===== src/rtl/uer_pkg.sv =====
package uer_pkg;

	// Register file
	localparam int CFG_INDEX_W = 2;
	localparam int CFG_DATA_W  = 17;
	localparam int TRIG_LEN_W  = 8;
	localparam int GUARD_W     = 17;
	localparam int DIVISOR_W   = 16;
	localparam int DIST_W      = 16;

	localparam logic [TRIG_LEN_W-1:0] TRIG_LEN_RESET     = 8'd24;
	localparam logic [GUARD_W-1:0]    RISE_TIMEOUT_RESET = 17'd60000;
	localparam logic [GUARD_W-1:0]    FALL_TIMEOUT_RESET = 17'd120000;
	localparam logic [DIVISOR_W-1:0]  TICKS_PER_CM_RESET = 16'd116;

	typedef enum logic [CFG_INDEX_W-1:0] {
		REG_TRIGGER_LENGTH = 2'd0,
		REG_RISE_TIMEOUT   = 2'd1,
		REG_FALL_TIMEOUT   = 2'd2,
		REG_TICKS_PER_CM   = 2'd3
	} cfg_reg_t;

	// Measurement phase
	typedef enum logic [1:0] {
		PH_IDLE = 2'd0,
		PH_TRIG = 2'd1,
		PH_RISE = 2'd2,
		PH_MEAS = 2'd3
	} phase_t;

	// Controller sequencing
	typedef enum logic [1:0] {
		CTL_RUN  = 2'd0,
		CTL_DIV  = 2'd1,
		CTL_DONE = 2'd2
	} ctl_state_t;

	typedef struct packed {
		logic start_req;
		logic echo;
	} item_t;

	typedef struct packed {
		logic              trigger;
		logic              busy_res;
		logic              done_res;
		logic              timed_out;
		logic [DIST_W-1:0] range_cm;
	} result_t;

	typedef struct packed {
		logic cfg_we;
		logic step;
		logic div_start;
		logic div_step;
		logic load_step;
		logic load_div;
	} dp_cmd_t;

	typedef struct packed {
		logic need_div;
		logic div_last;
	} dp_status_t;

endpackage


===== src/rtl/uer_ctrl.sv =====
module uer_ctrl (
	input  logic                clk,
	input  logic                arst_n,
	input  logic                item_valid,
	output logic                item_stall,
	output logic                result_valid,
	input  logic                result_stall,
	input  logic                cfg_valid,
	output logic                cfg_ready,
	input  uer_pkg::dp_status_t status,
	output uer_pkg::dp_cmd_t    cmd
);

	uer_pkg::ctl_state_t state_q, state_d;
	logic                res_valid_q, res_valid_d;
	logic                out_free;

	assign out_free     = !res_valid_q || !result_stall;
	assign result_valid = res_valid_q;

	// State and output-valid registers
	always_ff @(posedge clk or negedge arst_n) begin
		if (!arst_n) begin
			state_q     <= uer_pkg::CTL_RUN;
			res_valid_q <= 1'b0;
		end else begin
			state_q     <= state_d;
			res_valid_q <= res_valid_d;
		end
	end

	// Next state and commands
	always_comb begin
		state_d    = state_q;
		cmd        = '0;
		item_stall = 1'b1;
		cfg_ready  = 1'b0;
		// drop the beat once taken
		res_valid_d = res_valid_q && result_stall;
		case (state_q)
			uer_pkg::CTL_RUN: begin
				item_stall = !out_free;
				cfg_ready  = 1'b1;
				cmd.cfg_we = cfg_valid;
				if (item_valid && out_free) begin
					cmd.step = 1'b1;
					if (status.need_div) begin
						cmd.div_start = 1'b1;
						state_d       = uer_pkg::CTL_DIV;
					end else begin
						cmd.load_step = 1'b1;
						res_valid_d   = 1'b1;
					end
				end
			end
			uer_pkg::CTL_DIV: begin
				cmd.div_step = 1'b1;
				if (status.div_last) begin
					state_d = uer_pkg::CTL_DONE;
				end
			end
			uer_pkg::CTL_DONE: begin
				if (out_free) begin
					cmd.load_div = 1'b1;
					res_valid_d  = 1'b1;
					state_d      = uer_pkg::CTL_RUN;
				end
			end
			default: begin
				state_d = uer_pkg::CTL_RUN;
			end
		endcase
	end

endmodule


===== src/rtl/uer_datapath.sv =====
module uer_datapath #(
	parameter int TICK_WIDTH = 16
) (
	input  logic                                clk,
	input  logic                                arst_n,
	input  uer_pkg::item_t                      item,
	input  logic [uer_pkg::CFG_INDEX_W-1:0]     cfg_index,
	input  logic [uer_pkg::CFG_DATA_W-1:0]      cfg_data,
	input  uer_pkg::dp_cmd_t                    cmd,
	output uer_pkg::dp_status_t                 status,
	output uer_pkg::result_t                    result
);

	localparam int CNT_W = (TICK_WIDTH > 1) ? $clog2(TICK_WIDTH) : 1;
	localparam int QW    = (TICK_WIDTH > uer_pkg::DIST_W) ? TICK_WIDTH : uer_pkg::DIST_W;
	localparam int RW    = uer_pkg::DIVISOR_W;

	// Configuration registers
	logic [uer_pkg::TRIG_LEN_W-1:0] trig_len_q;
	logic [uer_pkg::GUARD_W-1:0]    rise_to_q;
	logic [uer_pkg::GUARD_W-1:0]    fall_to_q;
	logic [uer_pkg::DIVISOR_W-1:0]  tpc_q;

	// Measurement state
	uer_pkg::phase_t                phase_q, phase_d;
	logic [uer_pkg::TRIG_LEN_W-1:0] tc_q, tc_d;
	logic [uer_pkg::GUARD_W-1:0]    gc_q, gc_d, gc_inc;
	logic [TICK_WIDTH-1:0]          et_q, et_d;
	uer_pkg::result_t               step_res;

	// Divider
	logic [RW-1:0]         rem_q;
	logic [TICK_WIDTH-1:0] quo_q;
	logic [CNT_W-1:0]      cnt_q;
	logic [RW:0]           trial;
	logic                  ge;
	logic [QW-1:0]         quo_ext;
	logic [uer_pkg::DIST_W-1:0] dist_sat;
	uer_pkg::result_t      div_res;

	uer_pkg::result_t      result_q;

	// Write configuration
	always_ff @(posedge clk or negedge arst_n) begin
		if (!arst_n) begin
			trig_len_q <= uer_pkg::TRIG_LEN_RESET;
			rise_to_q  <= uer_pkg::RISE_TIMEOUT_RESET;
			fall_to_q  <= uer_pkg::FALL_TIMEOUT_RESET;
			tpc_q      <= uer_pkg::TICKS_PER_CM_RESET;
		end else if (cmd.cfg_we) begin
			case (uer_pkg::cfg_reg_t'(cfg_index))
				uer_pkg::REG_TRIGGER_LENGTH: trig_len_q <= cfg_data[uer_pkg::TRIG_LEN_W-1:0];
				uer_pkg::REG_RISE_TIMEOUT:   rise_to_q  <= cfg_data[uer_pkg::GUARD_W-1:0];
				uer_pkg::REG_FALL_TIMEOUT:   fall_to_q  <= cfg_data[uer_pkg::GUARD_W-1:0];
				uer_pkg::REG_TICKS_PER_CM:   tpc_q      <= cfg_data[uer_pkg::DIVISOR_W-1:0];
				default: ;
			endcase
		end
	end

	assign gc_inc = gc_q + 17'd1;

	// Advance the ranging sequence by one tick
	always_comb begin
		phase_d  = phase_q;
		tc_d     = tc_q;
		gc_d     = gc_q;
		et_d     = et_q;
		step_res = '0;
		case (phase_q)
			uer_pkg::PH_IDLE: begin
				if (item.start_req) begin
					phase_d          = uer_pkg::PH_TRIG;
					tc_d             = 8'd1;
					step_res.trigger = 1'b1;
				end
			end
			uer_pkg::PH_TRIG: begin
				if (tc_q >= trig_len_q) begin
					phase_d = uer_pkg::PH_RISE;
					gc_d    = '0;
				end else begin
					tc_d             = tc_q + 8'd1;
					step_res.trigger = 1'b1;
				end
			end
			uer_pkg::PH_RISE: begin
				if (item.echo) begin
					phase_d = uer_pkg::PH_MEAS;
					et_d    = TICK_WIDTH'(1);
					gc_d    = 17'd1;
					// a fall limit of one or less ends on the first high tick
					if (17'd1 >= fall_to_q) begin
						phase_d            = uer_pkg::PH_IDLE;
						step_res.done_res  = 1'b1;
						step_res.timed_out = 1'b1;
					end
				end else begin
					gc_d = gc_inc;
					if (gc_inc >= rise_to_q) begin
						phase_d            = uer_pkg::PH_IDLE;
						step_res.done_res  = 1'b1;
						step_res.timed_out = 1'b1;
					end
				end
			end
			uer_pkg::PH_MEAS: begin
				if (item.echo) begin
					gc_d = gc_inc;
					if (et_q != '1) begin
						et_d = et_q + TICK_WIDTH'(1);
					end
					if (gc_inc >= fall_to_q) begin
						phase_d            = uer_pkg::PH_IDLE;
						step_res.done_res  = 1'b1;
						step_res.timed_out = 1'b1;
					end
				end else begin
					phase_d           = uer_pkg::PH_IDLE;
					step_res.done_res = 1'b1;
				end
			end
			default: ;
		endcase
		step_res.busy_res = (phase_d != uer_pkg::PH_IDLE);
	end

	// Hold the measurement state
	always_ff @(posedge clk or negedge arst_n) begin
		if (!arst_n) begin
			phase_q <= uer_pkg::PH_IDLE;
			tc_q    <= '0;
			gc_q    <= '0;
			et_q    <= '0;
		end else if (cmd.step) begin
			phase_q <= phase_d;
			tc_q    <= tc_d;
			gc_q    <= gc_d;
			et_q    <= et_d;
		end
	end

	// Restoring divide, one quotient bit per cycle
	assign trial = {rem_q, quo_q[TICK_WIDTH-1]};
	assign ge    = (trial >= {1'b0, tpc_q});

	always_ff @(posedge clk or negedge arst_n) begin
		if (!arst_n) begin
			cnt_q <= '0;
		end else if (cmd.div_start) begin
			cnt_q <= CNT_W'(TICK_WIDTH - 1);
		end else if (cmd.div_step && (cnt_q != '0)) begin
			cnt_q <= cnt_q - CNT_W'(1);
		end
	end

	always_ff @(posedge clk) begin
		if (cmd.div_start) begin
			rem_q <= '0;
			quo_q <= et_q;
		end else if (cmd.div_step) begin
			rem_q <= ge ? RW'(trial - {1'b0, tpc_q}) : trial[RW-1:0];
			quo_q <= {quo_q[TICK_WIDTH-2:0], ge};
		end
	end

	// Report the falling tick and the last divide step
	assign status = '{
		need_div: (phase_q == uer_pkg::PH_MEAS) && !item.echo,
		div_last: (cnt_q == '0)
	};

	// Saturate the quotient to the distance width
	assign quo_ext  = QW'(quo_q);
	assign dist_sat = (quo_ext > QW'(16'hFFFF)) ? 16'hFFFF : quo_ext[uer_pkg::DIST_W-1:0];

	// Build the finishing beat of a measured echo
	always_comb begin
		div_res          = '0;
		div_res.done_res = 1'b1;
		div_res.range_cm = dist_sat;
	end

	// Output register
	always_ff @(posedge clk) begin
		if (cmd.load_step) begin
			result_q <= step_res;
		end else if (cmd.load_div) begin
			result_q <= div_res;
		end
	end

	assign result = result_q;

endmodule


===== src/rtl/ultrasonic_echo_ranger_top.sv =====
// Channel   Direction  Handshake               Payload
// item      in         item_valid/item_stall   uer_pkg::item_t   (start_req, echo)
// result    out        result_valid/result_stall uer_pkg::result_t (trigger..range_cm)
// cfg       in         cfg_valid/cfg_ready     cfg_index, cfg_data
//
// One result beat per item beat. An ordinary tick loads its beat directly; the tick on which
// echo falls first runs the bit-serial restoring divider, which turns echo ticks into
// centimetres (one quotient bit per cycle, then the load).
// Reset (arst_n low) restores the register defaults and returns the ranger to idle.
// A stalled result holds in the output register; a new item is taken in the same
// cycle the waiting result leaves. Configuration is taken only while no divide is pending.
module ultrasonic_echo_ranger_top #(
	parameter int TICK_WIDTH = 16
) (
	input  logic                            clk,
	input  logic                            arst_n,
	input  logic                            item_valid,
	output logic                            item_stall,
	input  uer_pkg::item_t                  item,
	output logic                            result_valid,
	input  logic                            result_stall,
	output uer_pkg::result_t                result,
	input  logic                            cfg_valid,
	output logic                            cfg_ready,
	input  logic [uer_pkg::CFG_INDEX_W-1:0] cfg_index,
	input  logic [uer_pkg::CFG_DATA_W-1:0]  cfg_data
);

	uer_pkg::dp_cmd_t    cmd;
	uer_pkg::dp_status_t status;

	uer_ctrl u_ctrl (
		.clk          (clk),
		.arst_n       (arst_n),
		.item_valid   (item_valid),
		.item_stall   (item_stall),
		.result_valid (result_valid),
		.result_stall (result_stall),
		.cfg_valid    (cfg_valid),
		.cfg_ready    (cfg_ready),
		.status       (status),
		.cmd          (cmd)
	);

	uer_datapath #(
		.TICK_WIDTH (TICK_WIDTH)
	) u_dp (
		.clk       (clk),
		.arst_n    (arst_n),
		.item      (item),
		.cfg_index (cfg_index),
		.cfg_data  (cfg_data),
		.cmd       (cmd),
		.status    (status),
		.result    (result)
	);

endmodule


===== config.mk =====
export PLATFORM = sky130hd
export DESIGN_NAME = ultrasonic_echo_ranger_top
export DESIGN_NICKNAME = d
export VERILOG_FILES = /design/src/rtl/uer_pkg.sv /design/src/rtl/uer_ctrl.sv /design/src/rtl/uer_datapath.sv /design/src/rtl/ultrasonic_echo_ranger_top.sv
export SDC_FILE = /design/constraint.sdc
export NUM_CORES = 1
export LEC_CHECK = 0
export ABC_AREA = 1
export BUFFER_PORTS_ARGS = -buffer_cell sky130_fd_sc_hd__buf_4
export CORE_MARGIN = 3
export CORE_UTILIZATION = 35
export CTS_CLUSTER_SIZE = 30
export DETAILED_ROUTE_END_ITERATION = 12
export GPL_ROUTABILITY_DRIVEN = 0
export PLACE_DENSITY = 0.54
export SYNTH_ARGS = -nofsm -noshare
export SYNTH_HDL_FRONTEND = slang
export SYNTH_SLANG_ARGS = --single-unit

===== constraint.sdc =====
create_clock -name clk -period 3.4 [get_ports clk]
set_clock_uncertainty 0.2 [all_clocks]
set_input_delay 0.17 -clock clk [delete_from_list [all_inputs] [get_ports clk]]
set_output_delay 0.17 -clock clk [all_outputs]
set_load 0.05 [all_outputs]

# [Word level (Yosys, flattened, before mapping)]
# Cells that the tools add are included.
[word_totals] register_bits=160 input_bits=26 out_inout_bits=23 word_cells=134
[op_classes] add_sub_neg=5 n_lt_le_gt_ge=6 n_eq_ne=19 n_mux=57 n_reduce_logical=29
[op_table] cell="$mux W16" count=7
[op_table] cell="$mux W17" count=3
[op_table] cell="$pmux W17 S3" count=1
[op_table] cell="$mux W20" count=2
[op_table] cell="$ge A17 B17 Y1" count=2
[op_table] cell="$mux W2" count=16
[op_table] cell="$pmux W16 S2" count=1
[op_table] cell="$add A17 B1 Y17 const B" count=1
[op_table] cell="$ge A1 B17 Y1 const A" count=1
[op_table] cell="$ge A17 B16 Y1" count=1
[op_table] cell="$add A16 B1 Y16 const B" count=1
[op_table] cell="$gt A16 B16 Y1 const B" count=1
[op_table] cell="$mux W1" count=16
[op_table] cell="$mux W8" count=2
[op_table] cell="$ne A16 B16 Y1 const B" count=1
[op_table] cell="$pmux W8 S2" count=1
[op_table] cell="$sub A16 B16 Y16" count=1
[op_table] cell="$ne A2 B2 Y1 const B" count=6
[op_table] cell="$reduce_and A4 Y1" count=3
[op_table] cell="$reduce_bool A2 Y1" count=6
[op_table] cell="$eq A2 B2 Y1 const B" count=5
[op_table] cell="$add A8 B1 Y8 const B" count=1
[op_table] cell="$ge A8 B8 Y1" count=1
[op_table] cell="$mux W4" count=2
[op_table] cell="17 further kinds" count=34

# [Longest topological paths before layout]
[logic_depth] word_depth=7 mapped_depth=22 depth_no_buf=22

# [By module]
# Synthesis repeated with hierarchy kept, for this count alone.
[unflattened] cells_unflattened=1212 area_unflattened_um2=9396.5
[by_module_without_submodules] module="uer_datapath" instances=1 cells_each=1185 area_per_inst_um2=9211.3 seq_area_each_um2=3893.7
[by_module_without_submodules] module="uer_ctrl" instances=1 cells_each=27 area_per_inst_um2=185.2 seq_area_each_um2=75.1

# [Least setup slack after synthesis]
# No wires, ideal clock.
[synth_path] path_type="register to register" start="register u_dp.gc_q[0] in the netlist's numbering" end="register u_dp.result_q (netlist bit u_dp.result[18]), data pin" setup_time_ns=0.257 t_arrival_ns=2.458 t_required_ns=2.943 slack_ns=0.486 path_stages_with_launch=23 path_buffers=0 synth_period_minus_slack_ns=2.914 path_cell_list="dfrtp_1 -> ha_1 -> nand2_1 -> nor2_1 -> nand2_1 -> nor2_1 -> nand4_1 -> xor2_1 -> inv_1 -> ha_1 -> nand2_1 -> nor2_1 -> nand2_1 -> nor2_1 -> nand2_1 -> nand2_1 -> nor2_1 -> nand3_1 -> nand2_1 -> inv_1 -> nand2_1 -> nor2_1 -> nor2_1"
[synth_between] elab_chain_len=7 word_cells_on_any_way=10 cone_classes="add/sub (1); order compare (2); mux (6); reduce/logical (1)"
[synth_rtl] element="from (decl)" line="uer_datapath.sv:27" source="logic [uer_pkg::GUARD_W-1:0] gc_q, gc_d, gc_inc;"
[synth_rtl] element="from (signal assigned)" line="uer_datapath.sv:138" source="gc_q <= gc_d;"
[synth_rtl] element="$add A17 B1 Y17 *" line="uer_datapath.sv:61" source="assign gc_inc = gc_q + 17'd1;"
[synth_rtl] element="$ge A17 B17 Y1, on equally long branches" line="uer_datapath.sv:113, uer_datapath.sv:100"
[synth_rtl] element="$mux W2, on equally long branches" line="uer_datapath.sv:113, uer_datapath.sv:100"
[synth_rtl] element="$mux W2, on equally long branches" line="uer_datapath.sv:108, uer_datapath.sv:88"
[synth_rtl] element="$pmux W2 S4 *" line="uer_datapath.sv:70" source="case (phase_q)"
[synth_rtl] element="$reduce_bool A2 Y1 *" line="uer_datapath.sv:125" source="step_res.busy_res = (phase_d != uer_pkg::PH_IDLE);"
[synth_rtl] element="$mux W20 *" line="uer_datapath.sv:186" source="if (cmd.load_step) begin"
[synth_rtl] element="to (signal assigned)" line="uer_datapath.sv:187" source="result_q <= step_res;"
[synth_rtl] element="to (signal assigned)" line="uer_datapath.sv:189" source="result_q <= div_res;"
[synth_rtl] element="to (decl)" line="uer_datapath.sv:41" source="uer_pkg::result_t result_q;"
# Mark *: on every way between the ends. The rest lies on a longest branch, timed or not.
# A chain may end at the register's enable or synchronous reset.

# [Worst setup path after layout]
# Same ends and word-level chain as after synthesis.

==> out/qor.yml <==
die_h_microns: 171
path_max_fanout: 4
dieArea_sq_mm: 0.0292
post_dp_cell_area_sq_mm: 0.0102
period_minus_slack_ps: 2990
slew_headroom_pct: 45.9
synth_top_area_share_pct: 23.1
post-cts-setup-buffers: 0
cap_violations: 0
synth_area_leader_cell: "dfrtp_1"
wl_per_cell_microns: 14.4
ff2ff_setup_slack_ps: 410
grt.total_usage_pct: 16.9
arrival_ps: 2980
fin_hold_ws_ps: 44.4
min_path_cells: 5
irDropWorstVdd_mv: 0.288
drtIter0Drc: 459
rows: 59
root_buffer: "clkbuf_16"
antenna_left: 0
ios: 49
hold_viol_final: 0
worst_slew_pin_slew_ps: 810
timing.final.max_slew_violations: 0
synth.top_cells.by_count: "nand2_1, inv_1, o21ai_0, dfrtp_1, nand3_1"
cts.path.max_buffers: 2
syn_avg_cell_area_sq_um: 7.71
cts_max_level: 4
yosysMostFrequentCell: "nand2_1"
cts_buffers: 17
cts_tree: "done"
die_x_microns: 171
drive_above_1_share_pct: 11.2
start_util_pct: 36.0
start_kind: "flip-flop"
grt_pass1_wl_microns: 39000
post_drt_via_cell_ratio: 4.79
clock_latency_ps: 440
place_inst: 1599
drc_errors: 0
instances_no_fill: 1652
nets: 1393
drt_pass1_iterations: 5
power.density_mw_per_mm2: 865
status: "finished, final reports clean"
grt_pass1_vias: 7375
wirelength_microns: 23800
layout_worst_path_cycle_share_pct: 87.9
ys_ff_latch: 160
yosysSeqAreaShare_pct: 41.7
grt_overflow: 0
synth.top_cells.by_area: "dfrtp_1, nand2_1, inv_1, ha_1, dfxtp_1"
vias: 7906
synthArstFlopShare_pct: 67.5
antenna_cells: 0
grt_antenna_before_repair: 0
min_from: "item[0]"
syn_to_final_growth_pct: 16.0
timing.fmax_mhz: 334
io_buffers: 48
syn-num-nets: 1325
min_path_type: "primary input to flip-flop"
syn_area_sq_mm: 0.00953
setup_viol: 0
grt_setup_unrepaired: "no"
synth_edf_count: 20
final_area_sq_mm: 0.0111
finalSetupTns_ps: 0
dpl.hpwl_microns: 17800
reg2reg_depth: 21
p_leak_nw: 5.55
crit_path_end_kind: "flip-flop"
ys_types: 47
ys.flop_type: "dfrtp_1"
cp_data_required_time_ps: 3390
r2r_start: "u_dp.gc_q[0]"
synth_warnings: 0
synth_cells: 1236
hold_end: "u_dp.phase_q[0]"
core_sq_mm: 0.0264
regToRegEndpoint: "u_dp.result[18]"
path_class: "flip-flop to flip-flop"
cts_sinks: 160
clkTransAtPathRegs_ps: 80
grt_max_degree: 44
## what timing repair did
action                                  4_1_cts  5_1_grt
gates resized for setup                       0        5
endpoints found under the setup margin        0        2
hold buffers                                 21        0
endpoints found under the hold margin       100        0
## where the power goes
part           switching [mW]  internal [mW]
logic                    2.91           1.55
registers               0.446           2.65
clock network           0.943           1.06
total                    4.30           5.26
## worst max-delay path, cell delays in order (launching register included)
cell and delay (ps):
dfrtp_1 350, ha_1 180, nand2_1 70, nor2_2 150, nand2_2 120, nor3_2 140
xor2_1 180, inv_1 110, ha_1 300, nand2_1 70, nor2_1 140, inv_1 50
nor2_1 100, nand2_1 60, nand2_1 60, nand2_1 60, nand3_1 100, nand2_1 60
inv_1 50, nand2_1 60, nor2_1 90, nor2_1 40
## through the flow
| stage | power (mW) | utilization [%] | setup slack, ps |
|---|---|---|---|
| floorplan | 6.44 | - | 486 |
| global placement | 7.51 | 38.7 | 365 |
| detailed placement | 7.56 | 38.7 | 315 |
| CTS | 9.64 | 41.8 | 310 |
| global route | 10.4 | 41.8 | 0.433 |
| finish | 9.56 | 41.8 | 410 |
## cells by family (layout without fill, tap and decap cells)
logic type / count (synthesis) / after routing / synth area share [%]
AOI/OAI and AO/OA: 192 / 192 / 11.1
xor gates and xnor gates: 35 / 35 / 3.22
adders and majority gates: 63 / 63 / 8.35
buffers and inverters: 245 / 326 / 10.3
DFF: 160 / 160 / 41.7
and+or+nand+nor: 541 / 541 / 25.4
## cell usage in the layout (no fill, tap or decap), types with 7 or more instances in the layout
master,Yosys,final
dfstp_2,20,20
nand2_1,325,324
ha_1,62,62
nand3_1,76,76
o31ai_1,9,9
inv_1,210,210
nand4_1,15,15
edfxtp_1,20,20
xor2_1,28,28
xnor2_1,7,7
o21ai_0,124,124
dfxtp_1,32,32
dfrtp_1,88,88
buf_4,3,59
dlygate4sd3_1,0,21
clkbuf_16,0,17
a21oi_1,31,31
nor2_1,57,55
nand3b_1,21,21
nor3_1,20,18
## sequential cells by signal, indices dropped and copies added, names as in the netlist
name and flops:
u_dp.cnt_q 4, u_dp.rise_to_q 17, u_ctrl.result_valid 1, u_dp.quo_ext 16, u_ctrl.state_q 2, u_dp.gc_q 17
u_dp.tc_q 8, u_dp.tpc_q 16, u_dp.et_q 16, u_dp.rem_q 16, u_dp.phase_q 2, u_dp.trig_len_q 8
u_dp.result 20, u_dp.fall_to_q 17
## how the worst max path moves through the flow
stage / from / slack (ps) / cells past startpoint / to
final: u_dp.gc_q[0] / 410 / 21 / u_dp.result[18]
after global routing: u_dp.gc_q[0] / 0.4 / 22 / u_dp.result[18]
after CTS: u_dp.gc_q[0] / 310 / 22 / u_dp.result[18]
after detailed placement: u_dp.gc_q[0] / 310 / 21 / u_dp.result[18]
after global placement: u_dp.gc_q[0] / 370 / 21 / u_dp.result[18]
after floorplan: u_dp.gc_q[0] / 490 / 22 / u_dp.result[18]
## cell type report
cell class / instances / area [sq um]
tap: 335 / 419
multi-input combinational: 831 / 4590
inverter: 214 / 808
fill: 2681 / 15400
clock buffer: 17 / 425
sequential: 160 / 3970
clock inverter: 15 / 186
timing repair buffer: 80 / 653
## layer usage
metal / part of all wire, % / track usage [%] / vias to the layer above
li1: - / - / 4098
met1: 48 / 23.5 / 3665
met2: 47 / 27.3 / 118
met3: 3.6 / 2.50 / 25
met4: 1.5 / 5.07 / 0
met5: 0 / 0 / -
No activity file was read; power rests on OpenSTA's default activity.
